--- config.mk ---
export PLATFORM = sky130hd
export DESIGN_NAME = grid_rect_first_fit_allocator
export DESIGN_NICKNAME = d
export VERILOG_FILES = /design/src/design/grffa_pkg.sv /design/src/design/grffa_ram.sv /design/src/design/grid_rect_first_fit_allocator.sv
export SDC_FILE = /design/constraint.sdc
export NUM_CORES = 1
export LEC_CHECK = 0
export BUFFER_PORTS_ARGS = -buffer_cell sky130_fd_sc_hd__buf_2
export CORE_MARGIN = 1.5
export CORE_UTILIZATION = 40
export CTS_CLUSTER_DIAMETER = 40
export DETAILED_ROUTE_END_ITERATION = 10
export GPL_TIMING_DRIVEN = 0
export SLEW_MARGIN = 0
export SYNTH_ARGS = -nofsm -noshare
export SYNTH_HDL_FRONTEND = slang
export SYNTH_SLANG_ARGS = --single-unit
export TNS_END_PERCENT = 20
--- constraint.sdc ---
create_clock -name clock -period 11.75 [get_ports clock]
set_input_delay 3.525 -clock clock [delete_from_list [all_inputs] [get_ports clock]]
set_output_delay 3.525 -clock clock [all_outputs]
set_load 0.02 [all_outputs]
--- src/design/grffa_pkg.sv ---
`timescale 1ns / 1ps
// Shared types and constants for the grid rectangle first-fit allocator.
// No dependencies.
package grffa_pkg;

   localparam int OP_W       = 3;
   localparam int POS_W      = 4;
   localparam int SIZE_W     = 5;
   localparam int CSR_IDX_W  = 2;
   localparam int CSR_DATA_W = 5;

   localparam logic [CSR_DATA_W-1:0] GRID_RESET = 5'd16;

   typedef enum logic [OP_W-1:0] {
      OP_CLEAR = 3'd0,
      OP_FIND  = 3'd1,
      OP_PLACE = 3'd2,
      OP_FREE  = 3'd3,
      OP_TEST  = 3'd4
   } op_type;

   typedef enum logic [CSR_IDX_W-1:0] {
      CSR_GRID_COLS = 2'd0,
      CSR_GRID_ROWS = 2'd1
   } csr_idx_type;

   typedef enum logic [2:0] {
      ST_IDLE,
      ST_START,
      ST_SCAN,
      ST_MODIFY,
      ST_DONE
   } state_type;

endpackage

--- src/design/grffa_ram.sv ---
`timescale 1ns / 1ps
// Generic simple dual-port RAM: one write port, one read port, registered read.
// No dependencies.
module grffa_ram #(
   parameter int WIDTH = 16,
   parameter int DEPTH = 16
) (
   input  logic                                      clock,
   input  logic                                      wr_en,
   input  logic [((DEPTH > 1) ? $clog2(DEPTH) : 1)-1:0] wr_addr,
   input  logic [WIDTH-1:0]                          wr_data,
   input  logic                                      rd_en,
   input  logic [((DEPTH > 1) ? $clog2(DEPTH) : 1)-1:0] rd_addr,
   output logic [WIDTH-1:0]                          rd_data
);

   logic [WIDTH-1:0] mem_ff [DEPTH];
   logic [WIDTH-1:0] rd_data_ff;

   always_ff @(posedge clock) begin
      if (wr_en) begin
         mem_ff[wr_addr] <= wr_data;
      end
      if (rd_en) begin
         rd_data_ff <= mem_ff[rd_addr];
      end
   end

   assign rd_data = rd_data_ff;

endmodule

--- src/design/grid_rect_first_fit_allocator.sv ---
`timescale 1ns / 1ps
// Grid rectangle first-fit allocator: occupancy bitmap with search, place, free, test.
// Depends on grffa_pkg and grffa_ram.
//
//  channel | direction | handshake            | payload
//  req     | in        | req_valid/req_stall  | opcode, pos_x, pos_y, size_x, size_y
//  rsp     | out       | rsp_valid/rsp_stall  | ok, found_x, found_y
//  csr     | in        | csr_valid/csr_ready  | index, wdata
//
// One request at a time; req_stall is high from acceptance until its result is loaded.
// Clear, failed bounds check or unused opcode: ST_START goes straight to ST_DONE, with no bitmap read.
// Place, free, test: read at most the size_y rows of the rectangle (place reads them once to scan, once to write).
// Find: scans candidate columns from x = 0 upward, each over all rows, one bitmap row read per cycle within a column.
// Synchronous reset empties the grid at once through per-row valid bits (no clearing pass).
// A stalled result sits in the output register; the next request is still taken.
module grid_rect_first_fit_allocator #(
   parameter int MAX_COLS = 16,
   parameter int MAX_ROWS = 16
) (
   input  logic                                clock,
   input  logic                                reset,
   input  logic                                req_valid,
   output logic                                req_stall,
   input  logic [grffa_pkg::OP_W-1:0]          req_opcode,
   input  logic [grffa_pkg::POS_W-1:0]         req_pos_x,
   input  logic [grffa_pkg::POS_W-1:0]         req_pos_y,
   input  logic [grffa_pkg::SIZE_W-1:0]        req_size_x,
   input  logic [grffa_pkg::SIZE_W-1:0]        req_size_y,
   output logic                                rsp_valid,
   input  logic                                rsp_stall,
   output logic                                rsp_ok,
   output logic [grffa_pkg::POS_W-1:0]         rsp_found_x,
   output logic [grffa_pkg::POS_W-1:0]         rsp_found_y,
   input  logic                                csr_valid,
   output logic                                csr_ready,
   input  logic [grffa_pkg::CSR_IDX_W-1:0]     csr_index,
   input  logic [grffa_pkg::CSR_DATA_W-1:0]    csr_wdata
);

   localparam int CB     = $clog2(MAX_COLS + 1);
   localparam int RB     = $clog2(MAX_ROWS + 1);
   localparam int DB0    = (CB > RB) ? CB : RB;
   localparam int DW     = ((DB0 > grffa_pkg::SIZE_W) ? DB0 : grffa_pkg::SIZE_W) + 1;
   localparam int ROW_AW = (MAX_ROWS > 1) ? $clog2(MAX_ROWS) : 1;
   localparam int MW     = MAX_COLS + 48;
   localparam int SW     = grffa_pkg::SIZE_W;
   localparam int PW     = grffa_pkg::POS_W;

   grffa_pkg::state_type state_ff, state_in;

   logic [grffa_pkg::CSR_DATA_W-1:0] grid_cols_ff, grid_cols_in;
   logic [grffa_pkg::CSR_DATA_W-1:0] grid_rows_ff, grid_rows_in;

   logic [grffa_pkg::OP_W-1:0] op_ff, op_in;
   logic [PW-1:0]              px_ff, px_in, py_ff, py_in;
   logic [SW-1:0]              sx_ff, sx_in, sy_ff, sy_in;

   logic [DW-1:0]       x_ff, x_in;
   logic [MAX_COLS-1:0] mask_ff, mask_in;
   logic [DW-1:0]       iss_row_ff, iss_row_in;
   logic [DW-1:0]       end_ff, end_in;
   logic [SW-1:0]       run_ff, run_in;
   logic                chk_en_ff, chk_en_in;
   logic [DW-1:0]       chk_row_ff, chk_row_in;
   logic                chk_rvld_ff, chk_rvld_in;
   logic [MAX_ROWS-1:0] row_vld_ff, row_vld_in;

   logic          res_ok_ff, res_ok_in;
   logic [PW-1:0] res_x_ff, res_x_in, res_y_ff, res_y_in;

   logic          rsp_valid_ff, rsp_valid_in;
   logic          rsp_ok_ff, rsp_ok_in;
   logic [PW-1:0] rsp_x_ff, rsp_x_in, rsp_y_ff, rsp_y_in;

   // datapath helpers
   logic [DW-1:0]       eff_cols, eff_rows;
   logic [DW-1:0]       bx, by;
   logic                start_inb;
   logic [MW-1:0]       ones_w, shifted_w;
   logic                issue;
   logic [MAX_COLS-1:0] ram_rdata, row_cur, row_new;
   logic                row_free, hit, blocked, last_row, col_next_ok, advance;
   logic [DW-1:0]       hit_row;
   logic                single;
   logic                req_accept, slot_free;
   logic                ram_wr_en;

   // effective bounds: registers above the maximum act as the maximum
   assign eff_cols = (DW'(grid_cols_ff) > DW'(MAX_COLS)) ? DW'(MAX_COLS) : DW'(grid_cols_ff);
   assign eff_rows = (DW'(grid_rows_ff) > DW'(MAX_ROWS)) ? DW'(MAX_ROWS) : DW'(grid_rows_ff);

   assign single = (op_ff != grffa_pkg::OP_FIND);
   assign bx     = single ? DW'(px_ff) : '0;
   assign by     = single ? DW'(py_ff) : '0;

   assign start_inb = (sx_ff != '0) && (sy_ff != '0)
                      && (bx + DW'(sx_ff) <= eff_cols)
                      && (by + DW'(sy_ff) <= eff_rows);

   assign ones_w    = (MW'(1) << sx_ff) - MW'(1);
   assign shifted_w = ones_w << bx;

   assign issue = ((state_ff == grffa_pkg::ST_SCAN) || (state_ff == grffa_pkg::ST_MODIFY))
                  && (iss_row_ff < end_ff);

   assign row_cur  = chk_rvld_ff ? ram_rdata : '0;
   assign row_free = ((row_cur & mask_ff) == '0);
   assign row_new  = (op_ff == grffa_pkg::OP_FREE) ? (row_cur & ~mask_ff) : (row_cur | mask_ff);

   assign hit      = (state_ff == grffa_pkg::ST_SCAN) && chk_en_ff && row_free
                     && (run_ff + SW'(1) == sy_ff);
   assign blocked  = chk_en_ff && !row_free;
   assign last_row = chk_en_ff && (chk_row_ff + DW'(1) == end_ff);
   assign hit_row  = chk_row_ff + DW'(1) - DW'(sy_ff);
   // column exhausted without a fit
   assign advance     = (state_ff == grffa_pkg::ST_SCAN) && last_row && !hit && !single;
   assign col_next_ok = (x_ff + DW'(1) + DW'(sx_ff) <= eff_cols);

   assign req_accept = req_valid && !req_stall;
   assign slot_free  = !rsp_valid_ff || !rsp_stall;
   assign ram_wr_en  = (state_ff == grffa_pkg::ST_MODIFY) && chk_en_ff;

   grffa_ram #(
      .WIDTH(MAX_COLS),
      .DEPTH(MAX_ROWS)
   ) u_bitmap (
      .clock   (clock),
      .wr_en   (ram_wr_en),
      .wr_addr (chk_row_ff[ROW_AW-1:0]),
      .wr_data (row_new),
      .rd_en   (issue),
      .rd_addr (iss_row_ff[ROW_AW-1:0]),
      .rd_data (ram_rdata)
   );

   // next state
   always_comb begin
      state_in = state_ff;
      case (state_ff)
         grffa_pkg::ST_IDLE: begin
            if (req_accept) begin
               state_in = grffa_pkg::ST_START;
            end
         end
         grffa_pkg::ST_START: begin
            case (op_ff)
               grffa_pkg::OP_FIND, grffa_pkg::OP_PLACE, grffa_pkg::OP_TEST: begin
                  state_in = start_inb ? grffa_pkg::ST_SCAN : grffa_pkg::ST_DONE;
               end
               grffa_pkg::OP_FREE: begin
                  state_in = start_inb ? grffa_pkg::ST_MODIFY : grffa_pkg::ST_DONE;
               end
               default: begin
                  state_in = grffa_pkg::ST_DONE;
               end
            endcase
         end
         grffa_pkg::ST_SCAN: begin
            if (hit) begin
               state_in = (op_ff == grffa_pkg::OP_TEST) ? grffa_pkg::ST_DONE
                                                        : grffa_pkg::ST_MODIFY;
            end else if (blocked && single) begin
               state_in = grffa_pkg::ST_DONE;
            end else if (advance && !col_next_ok) begin
               state_in = grffa_pkg::ST_DONE;
            end
         end
         grffa_pkg::ST_MODIFY: begin
            if (last_row) begin
               state_in = grffa_pkg::ST_DONE;
            end
         end
         grffa_pkg::ST_DONE: begin
            if (slot_free) begin
               state_in = grffa_pkg::ST_IDLE;
            end
         end
         default: begin
            state_in = grffa_pkg::ST_IDLE;
         end
      endcase
   end

   // datapath and output updates
   always_comb begin
      grid_cols_in = grid_cols_ff;
      grid_rows_in = grid_rows_ff;
      op_in        = op_ff;
      px_in        = px_ff;
      py_in        = py_ff;
      sx_in        = sx_ff;
      sy_in        = sy_ff;
      x_in         = x_ff;
      mask_in      = mask_ff;
      iss_row_in   = iss_row_ff;
      end_in       = end_ff;
      run_in       = run_ff;
      row_vld_in   = row_vld_ff;
      res_ok_in    = res_ok_ff;
      res_x_in     = res_x_ff;
      res_y_in     = res_y_ff;
      rsp_valid_in = rsp_valid_ff;
      rsp_ok_in    = rsp_ok_ff;
      rsp_x_in     = rsp_x_ff;
      rsp_y_in     = rsp_y_ff;
      chk_en_in    = issue && (state_in == state_ff);
      chk_row_in   = iss_row_ff;
      chk_rvld_in  = row_vld_ff[iss_row_ff[ROW_AW-1:0]];

      if (csr_valid && csr_ready) begin
         case (csr_index)
            grffa_pkg::CSR_GRID_COLS: grid_cols_in = csr_wdata;
            grffa_pkg::CSR_GRID_ROWS: grid_rows_in = csr_wdata;
            default: begin
            end
         endcase
      end

      if (rsp_valid_ff && !rsp_stall) begin
         rsp_valid_in = 1'b0;
      end

      case (state_ff)
         grffa_pkg::ST_IDLE: begin
            if (req_accept) begin
               op_in = req_opcode;
               px_in = req_pos_x;
               py_in = req_pos_y;
               sx_in = req_size_x;
               sy_in = req_size_y;
            end
         end
         grffa_pkg::ST_START: begin
            x_in       = bx;
            mask_in    = shifted_w[MAX_COLS-1:0];
            iss_row_in = by;
            end_in     = single ? (by + DW'(sy_ff)) : eff_rows;
            run_in     = '0;
            res_ok_in  = 1'b0;
            res_x_in   = '0;
            res_y_in   = '0;
            case (op_ff)
               grffa_pkg::OP_CLEAR: begin
                  res_ok_in  = 1'b1;
                  row_vld_in = '0;
               end
               grffa_pkg::OP_FREE: begin
                  res_ok_in = start_inb;
               end
               default: begin
               end
            endcase
         end
         grffa_pkg::ST_SCAN: begin
            if (issue) begin
               iss_row_in = iss_row_ff + DW'(1);
            end
            if (chk_en_ff) begin
               run_in = row_free ? (run_ff + SW'(1)) : '0;
            end
            if (hit) begin
               res_ok_in = 1'b1;
               if (op_ff != grffa_pkg::OP_TEST) begin
                  res_x_in   = x_ff[PW-1:0];
                  res_y_in   = hit_row[PW-1:0];
                  iss_row_in = hit_row;
                  end_in     = chk_row_ff + DW'(1);
               end
            end else if (advance && col_next_ok) begin
               x_in       = x_ff + DW'(1);
               mask_in    = mask_ff << 1;
               iss_row_in = '0;
               run_in     = '0;
            end
         end
         grffa_pkg::ST_MODIFY: begin
            if (issue) begin
               iss_row_in = iss_row_ff + DW'(1);
            end
            if (chk_en_ff) begin
               row_vld_in[chk_row_ff[ROW_AW-1:0]] = 1'b1;
            end
         end
         grffa_pkg::ST_DONE: begin
            if (slot_free) begin
               rsp_valid_in = 1'b1;
               rsp_ok_in    = res_ok_ff;
               rsp_x_in     = res_x_ff;
               rsp_y_in     = res_y_ff;
            end
         end
         default: begin
         end
      endcase
   end

   always_ff @(posedge clock) begin
      if (reset) begin
         state_ff     <= grffa_pkg::ST_IDLE;
         grid_cols_ff <= grffa_pkg::GRID_RESET;
         grid_rows_ff <= grffa_pkg::GRID_RESET;
         row_vld_ff   <= '0;
         chk_en_ff    <= 1'b0;
         rsp_valid_ff <= 1'b0;
      end else begin
         state_ff     <= state_in;
         grid_cols_ff <= grid_cols_in;
         grid_rows_ff <= grid_rows_in;
         row_vld_ff   <= row_vld_in;
         chk_en_ff    <= chk_en_in;
         rsp_valid_ff <= rsp_valid_in;
      end
   end

   always_ff @(posedge clock) begin
      op_ff       <= op_in;
      px_ff       <= px_in;
      py_ff       <= py_in;
      sx_ff       <= sx_in;
      sy_ff       <= sy_in;
      x_ff        <= x_in;
      mask_ff     <= mask_in;
      iss_row_ff  <= iss_row_in;
      end_ff      <= end_in;
      run_ff      <= run_in;
      chk_row_ff  <= chk_row_in;
      chk_rvld_ff <= chk_rvld_in;
      res_ok_ff   <= res_ok_in;
      res_x_ff    <= res_x_in;
      res_y_ff    <= res_y_in;
      rsp_ok_ff   <= rsp_ok_in;
      rsp_x_ff    <= rsp_x_in;
      rsp_y_ff    <= rsp_y_in;
   end

   assign req_stall   = (state_ff != grffa_pkg::ST_IDLE);
   assign csr_ready   = 1'b1;
   assign rsp_valid   = rsp_valid_ff;
   assign rsp_ok      = rsp_ok_ff;
   assign rsp_found_x = rsp_x_ff;
   assign rsp_found_y = rsp_y_ff;

endmodule
==> results by group, run 1 <==
Floorplan
  – I/O pin cnt: between 40 and 50
  – Core outline area: ~43000 um^2
  – Starting Density: between 40% and 50%
  – Die X-Extent: 214 um
  – Num rows: 76
  – Die H: between 200 and 250 um
  – DIE AREA: 45600 um^2

Synth
  – Yosys reg bits: 388
  – Synth warn: 0
  – Cell with the most instances after synthesis: edfxtp_1
  – Seq/Total Area, Yosys: about 64%
  – Synth area leaders: edfxtp_1 (59%), mux4_2 (11%), dfxtp_1 (4.3%), ha_1 (3.2%), nand2_1 (2.1%)
  – Commonest cells in the netlist: edfxtp_1 (350), nand2_1 (98), mux4_2 (85), nor2_1 (85), a21oi_1 (54)
  – Post-synth EDFFs: 350
  – Post-Syn Area: 17700 um^2
  – Ys async rst share: 0%
  – Top FF cell, synth: edfxtp_1
  – Yosys top cell by area: edfxtp_1
  – Post-synth cell types: 79
  – Syn Area/Cell: between 10 and 15 um^2
  – Gate Count Post-Synth: 1203
  – Syn_nets: ~1.3k
  – Post-synth top area share: approximately 59%

Flow run
  – Max Cap Viol: 0

Global routing
  – Pin count of the biggest net entering global routing: 24
  – Overflow left after global routing: 0
  – Vias in the first global route: 10.8k
  – All-Layer GR Usage: between 10% and 20%
  – Antenna violations before repair: 0
  – First-pass GRT wire length: between 60 and 70 mm

Route
  – Routed WL per cell: approximately 23 um
  – Vias: 10.8k
  – Drt pass-1 iters: 5
  – Post-detailed-route DRC marker count: 0
  – Final ANT Viol Nets: 0
  – Total wire length: between 40 and 50 mm
  – Via density: 5.56
  – DRT iter0 DRCs: between 800 and 900

Layout
  – Share of post-route cells with drive strength above 1: a little over a fifth
  – Non-filler cells, final: roughly 1.9k
  – Ant diodes: 0
  – FILL cells: ~3.8k
  – Area Growth Syn to Fin: 16.7%
  – Fin nets: 1395

Critical path
  – Slowest stage cell, crit path: or3_1
  – Endpoint type of the worst setup path: output pin
  – CP Max Fanout: 8
  – CP startpoint kind: flop
  – RR Startpoint: op_ff[2]$_DFFE_PP_
  – CP cell instances: or3_1 > buf_2
  – Critical path's largest stage delay: about 0.46 ns
  – WP data required: just over 8 ns
  – CP Class: reg -> out
  – CP arrival: 1.65 ns
  – Crit path launch: state_ff[0]$_SDFF_PP0_

Hold path
  – Min-delay worst type: reg -> reg
  – Hold path start: res_x_ff[0]$_SDFFCE_PN0P_

Pwr
  – P_leak: a little over 7 nW
  – PD cells: 186 nW/um^2
  – Peak supply drop: around 130 uV

Timing
  – Normalized max-slew margin: around a fifth
  – Slew Viols, Final: 0
  – Fmax: 0.193 GHz
  – RSZ-0062 raised after global routing: no
  – Setup TNS: 0 ns
  – Worst-margin pin slew: 1.21 ns
  – Final-report setup violation count: 0
  – Final min period: 5.17 ns
  – Clock skew: between 0.03 and 0.04 ns
  – Fin crit share: approximately 44%
  – Hold Fails Final Rpt: 0

Place
  – Port buffer count: 43
  – Routability cong.: approximately 0.86
  – Placed Instances: around 1.8k
  – DP HPWL: 29.1 mm

Clock tree
  – Hold_buf cts: 0
  – Post-CTS setup buffer count: 0
  – CTS tree: yes
  – Cell at the root of the clock tree: clkbuf_16
  – H-tree depth: 2
  – TritonCTS Buffers: between 50 and 60
  – CTS Sinks: between 300 and 400
  – Register clock-pin slew on the reported worst setup and hold paths: 0.06 ns
  – Worst-skew pair later-pin latency: 0.63 ns
  – Post-cts sizing count: 0
  – Clock Tree Buf Depth: 3

Outcome
  – Outcome: finished, final reports clean
-- worst max-delay path, delay by kind of cell, from the launching register on --
family,cells,cell delay (ns)
AND/OR/NAND/NOR,1,0.46
flip-flops,1,0.39
buffers and inverters,1,0.19
-- sequential cells by signal, summed over array words and instances, names as in the netlist, 5 cells and up --
name / cells
row_vld_ff: 16
chk_row_in: 6
end_ff: 6
run_ff: 5
sy_ff: 5
mask_ff: 16
chk_row_ff: 6
x_ff: 6
u_bitmap.mem_ff: 256
sx_ff: 5
u_bitmap.rd_data: 16
grid_cols_ff: 5
grid_rows_ff: 5
-- worst paths after layout --
kind,to,slack (ns),cells past startpoint
worst max-delay path,req_stall,6.58,2
worst min-delay path,rsp_found_x[0]$_DFFE_PP_,0.42,0
worst max register to register,chk_en_ff$_SDFF_PP0_,7.32,20
worst min register to register,rsp_found_x[0]$_DFFE_PP_,0.42,0
-- cell type report --
class / instances / area [um^2] / share of cell area (%)
clock inverter: 39 / 434 / 2.10
timing repair buffer: 55 / 329 / 1.59
buffer: 58 / 288 / 1.39
sequential: 388 / 11300 / 54.4
inverter: 31 / 116 / 0.562
tap: 585 / 732 / 3.53
clock buffer: 60 / 1460 / 7.04
multi-input combinational: 726 / 6080 / 29.4
-- metal layers --
layer  track usage (%)  up-vias  part of all wire (%)
li1                  -     4915                     -
met1              26.1     5441                    43
met2              32.4      342                    48
met3              3.94      102                   5.8
met4              7.77        0                   3.6
met5                 0        -                     0
-- where the power goes --
| group | leakage, nW | internal (W) | total (W) | switching (W) |
|---|---|---|---|---|
| Sequential | 3.50 | 0.00158 | 0.00162 | 0.0000396 |
| Combinational | 2.85 | 0.000231 | 0.000557 | 0.000326 |
| Clock | 0.923 | 0.00100 | 0.00167 | 0.000663 |
-- logic make-up after synthesis --
logic type / count (synthesis) / synth area share [%]
AO/OA/AOI/OAI: 206 / 7.51
XOR/XNOR: 42 / 2.23
adder cells (fa/ha/maj): 50 / 3.63
buffers and inverters: 89 / 2.28
flip-flops: 388 / 63.5
multiplexers: 107 / 12.0
other: 1 / 0.0211
AND/OR/NAND/NOR: 320 / 8.78
-- placed cells by master (no fill, tap or decap), drive strengths merged, types with 44 or more instances in the layout --
master	Yosys	layout
nand2	101	101
inv	31	44
buf	28	83
edfxtp	350	350
mux4	85	85
clkbuf	30	90
ha	45	45
a21oi	56	56
nor2	85	85
o21ai	54	54
-- stage by stage --
step / utilization, % / total power, W / setup WS (ns) / cell area (um^2) / hold slack [ns]
detailed placement: 43.3 / 0.00220 / 6.73 / 18800 / 0.410
global route: 47.7 / 0.00399 / 6.54 / 20700 / 0.428
finish: 47.7 / 0.00384 / 6.58 / 20700 / 0.421
global placement: 43.0 / 0.00219 / 5.96 / 18700 / 0.408
floorplan: - / 0.00203 / 6.68 / 17700 / 0.375
CTS: 47.6 / 0.00388 / 6.57 / 20700 / 0.422
Power figures use the tool's default switching activity.
==> run 2: changes to the inputs <==
--- a/config.mk
+++ b/config.mk
@@ -5,6 +5,7 @@
 export SDC_FILE = /design/constraint.sdc
 export NUM_CORES = 1
 export LEC_CHECK = 0
+export ABC_AREA = 1
 export BUFFER_PORTS_ARGS = -buffer_cell sky130_fd_sc_hd__buf_2
 export CORE_MARGIN = 1.5
 export CORE_UTILIZATION = 40
==> constraint.sdc (replaced) <==
create_clock -name clock -period 4.6 [get_ports clock]
set_input_delay 1.38 -clock clock [delete_from_list [all_inputs] [get_ports clock]]
set_output_delay 1.38 -clock clock [all_outputs]
set_load 0.02 [all_outputs]
==> run 2 against run 1 <==
Effect of this change: core utilization rose by 0.64 points; synthesized area up 2.1%; final area rose by 3.8%; routed wire length is 24% higher; sequential power rose to 2.5 times the previous value; power rose to 2.5 times the previous value; non-clock buffer count up 50; largest cell class unchanged; highest routed layer unchanged.
==> results by group, run 2 <==
Synth
  – Post-synth top area share: 58.0% (-1.2 points)
  – Cell with the most instances after synthesis: edfxtp_1
  – Synth warn: 0 (unchanged)
  – Seq/Total Area, Yosys: 62.2% (-1.3 points)
  – Post-Syn Area: 18100 um^2 (+2.1%)
  – Yosys top cell by area: edfxtp_1
  – Commonest cells in the netlist: edfxtp_1 (350), nand2_1 (227), nor2_1 (220)
  – Synth area leaders: edfxtp_1 (58%), o21ai_0 (5.1%), nand2_1 (4.7%), nor2_1 (4.6%), dfxtp_1 (4.2%)
  – Top FF cell, synth: edfxtp_1
  – Post-synth EDFFs: 350 (unchanged)
  – Ys async rst share: 0% (unchanged)
  – Syn Area/Cell: 10.5 um^2 (-29%)
  – Yosys reg bits: 388 (unchanged)
  – Gate Count Post-Synth: 1720 (+43%)
  – Syn_nets: 1801 (+40%)
  – Post-synth cell types: 54 (-32%)

Clock tree
  – TritonCTS Buffers: 55 (+1.9%)
  – Hold_buf cts: 0 (unchanged)
  – Cell at the root of the clock tree: clkbuf_16
  – CTS Sinks: 388 (unchanged)
  – Worst-skew pair later-pin latency: 0.62 ns (about the same)
  – H-tree depth: 2 (unchanged)
  – Register clock-pin slew on the reported worst setup and hold paths: 0.06 ns (about the same)
  – Post-cts sizing count: 0 (unchanged)
  – CTS tree: yes
  – Clock Tree Buf Depth: 3 (unchanged)
  – Post-CTS setup buffer count: 0 (unchanged)

Timing
  – Slew Viols, Final: 0 (unchanged)
  – Fmax: approximately 0.26 GHz
  – Fin crit share: between 80% and 90%
  – Normalized max-slew margin: 12.7% (-6.7 points)
  – Worst-margin pin slew: 1.31 ns (+0.100 ns)
  – Clock skew: 0.0226 ns (-0.0134 ns)
  – Hold Fails Final Rpt: 0 (unchanged)
  – Final min period: a little under 4 ns
  – RSZ-0062 raised after global routing: no
  – Final-report setup violation count: 0 (unchanged)

Critical path
  – Reg2Reg Setup Slack: 0.68 ns (-6.64 ns)
  – CP Class: reg -> reg
  – Endpoint type of the worst setup path: flop
  – CP startpoint kind: flop
  – WP data required: 5.15 ns (-3.08 ns)
  – CP Max Fanout: 10 (+2)
  – CP arrival: 4.47 ns (+2.82 ns)

Hold path
  – Min-delay worst type: reg -> reg

Floorplan
  – I/O pin cnt: 45 (unchanged)
  – Die H: 216 um (+1.1%)
  – Die X-Extent: 216 um (+1.1%)
  – Num rows: 77 (+1.3%)
  – DIE AREA: 46600 um^2 (+2.1%)
  – Core outline area: 44500 um^2 (+2.4%)
  – Starting Density: 40.7% (-0.11 points)

Layout
  – Area Growth Syn to Fin: 18.6%
  – Most common cell after layout, fill and taps aside: edfxtp_1
  – Largest register FFs: 256 (unchanged)
  – Non-filler cells, final: 2493 (+28%)
  – Share of post-route cells with drive strength above 1: 13.4% (-8.0 points)
  – Highest-count cells in the layout ignoring fill and taps: edfxtp_1 (350), nand2_1 (227), nor2_1 (219), o21ai_0 (176), inv_1 (130)
  – Design Area, Final: 21500 um^2 (+3.8%)
  – Post-layout util: 48.3% (+0.64 points)
  – Most flops, register: u_bitmap.mem_ff
  – Fin nets: 1936 (+39%)

Route
  – Via density: 5.62 (+1.0%)
  – Total wire length: 54.4 mm (+24%)
  – Final ANT Viol Nets: 0 (unchanged)
  – Vias: 14.0k (+30%)
  – Post-detailed-route DRC marker count: 0 (unchanged)
  – Routed WL per cell: 21.8 um (-3.7%)
  – Drt pass-1 iters: 7 (+2)
  – DRT iter0 DRCs: 1818 (+100%)

Pwr
  – Comb power frac: 13.8% (-0.7 points)
  – Sequential power share: 41.8% (-0.4 points)
  – Internal Pwr Total: 0.00698 W (+150%)
  – PD cells: 453 nW/um^2 (+140%)
  – Clock power frac: 44.3% (+0.9 points)
  – P_leak: 7.92 nW (+8.9%)
  – Psw: 0.00276 W (+170%)
  – Switch share: 28.3% (+1.6 points)
  – Peak supply drop: 282 uV (+110%)

Global routing
  – All-Layer GR Usage: 23.5% (+3.7 points)
  – Antenna violations before repair: 0 (unchanged)
  – First-pass GRT wire length: 82.7 mm (+25%)
  – Overflow left after global routing: 0 (unchanged)
  – Pin count of the biggest net entering global routing: 23 (-4.2%)
  – Vias in the first global route: 13.5k (+25%)

Outcome
  – Outcome: finished, final reports clean

Place
  – Placed Instances: 2388 (+30%)
  – Placed Instance Area: 19500 um^2 (+3.9%)
  – Port buffer count: 43 (unchanged)
  – Routability cong.: 0.919 (+6.5%)
  – DP HPWL: 38.6 mm (+33%)

Flow run
  – Max Cap Viol: 0 (unchanged)
==> run 2: kinds of logic (layout without fill, tap and decap cells) <==
family | Yosys count | in the layout | share of synthesized area, %
AND/OR/NAND/NOR | 636 | 636 | 15.2
adder cells (fa/ha/maj) | 48 | 48 | 3.44
flip-flops | 388 | 388 | 62.2
multiplexers | 1 | 1 | 0.0552
buffers and inverters | 225 | 405 | 4.94
other | 1 | 2 | 0.0207
AO/OA/AOI/OAI | 392 | 392 | 12.7
XOR/XNOR | 29 | 29 | 1.44
==> run 2: power by group through the flow <==
stage	clock (W)	sequential, W	combinational (W)
3_3_place_gp	0	0.00415	0.00126
4_1_cts	0.00436	0.00408	0.00132
3_5_place_dp	0	0.00415	0.00131
5_1_grt	0.00451	0.00409	0.00149
2_1_floorplan	0	0.00413	0.000850
6_report	0.00432	0.00408	0.00135
==> run 2: worst max-delay path, stage by stage, from the launching register on <==
cell and delay [ns]:
edfxtp_1 0.44, inv_2 0.13, nand3_2 0.15, buf_2 0.24
nand2_1 0.17, inv_1 0.07, ha_1 0.35, a21oi_1 0.22
inv_1 0.08, a31oi_1 0.19, xor2_1 0.17, inv_1 0.08
ha_1 0.31, a21oi_1 0.14, o21ai_0 0.09, nand2_1 0.07
nand2_1 0.05, nand2_1 0.10, nand2_1 0.10, nor2_2 0.15
nand3_1 0.11, a21oi_1 0.19, nand2_1 0.08, nand2_1 0.06
nand2_1 0.05, nor2_1 0.08
==> run 2: worst paths after layout <==
path | startpoint | end | depth (start not counted)
setup / recovery | op_ff[2]$_DFFE_PP_ | chk_en_ff$_SDFF_PP0_ | 25
hold reg to reg | res_y_ff[0]$_SDFFCE_PN0P_ | rsp_found_y[0]$_DFFE_PP_ | 0
setup reg to reg | op_ff[2]$_DFFE_PP_ | chk_en_ff$_SDFF_PP0_ | 25
hold / removal | res_y_ff[0]$_SDFFCE_PN0P_ | rsp_found_y[0]$_DFFE_PP_ | 0
==> run 2: cell type report <==
| type | instances | area, um^2 |
|---|---|---|
| Buffer | 85 | 365 |
| Fill cell | 4041 | 23000 |
| Clock inverter | 42 | 512 |
| Tap cell | 592 | 741 |
| Inverter | 140 | 531 |
| Sequential cell | 388 | 11300 |
| Antenna cell | 1 | 2.50 |
| Timing Repair Buffer | 78 | 602 |
| Multi-Input combinational cell | 1107 | 6060 |
| Clock buffer | 60 | 1420 |
==> run 2: per-stage QoR <==
step | power [W] | hold slack, ns | TNS [ns] | worst slack, ns
3_3_place_gp | 0.00542 | 0.431 | -1.80 | -0.117
4_1_cts | 0.00976 | 0.422 | 0 | 0.720
6_report | 0.00975 | 0.419 | 0 | 0.684
3_5_place_dp | 0.00546 | 0.406 | 0 | 0.759
2_1_floorplan | 0.00498 | 0.394 | 0 | 1.37
5_1_grt | 0.0101 | 0.436 | 0 | 0.385
==> run 2: per-layer routing <==
layer  vias to the layer above  GRT usage (%)  share of wire [%]
met5                         -              0                  0
met4                         0           9.98                4.2
met3                       137           3.99                8.1
met2                       631           35.9                 44
met1                      6803           33.1                 44
li1                       6434              -                  -
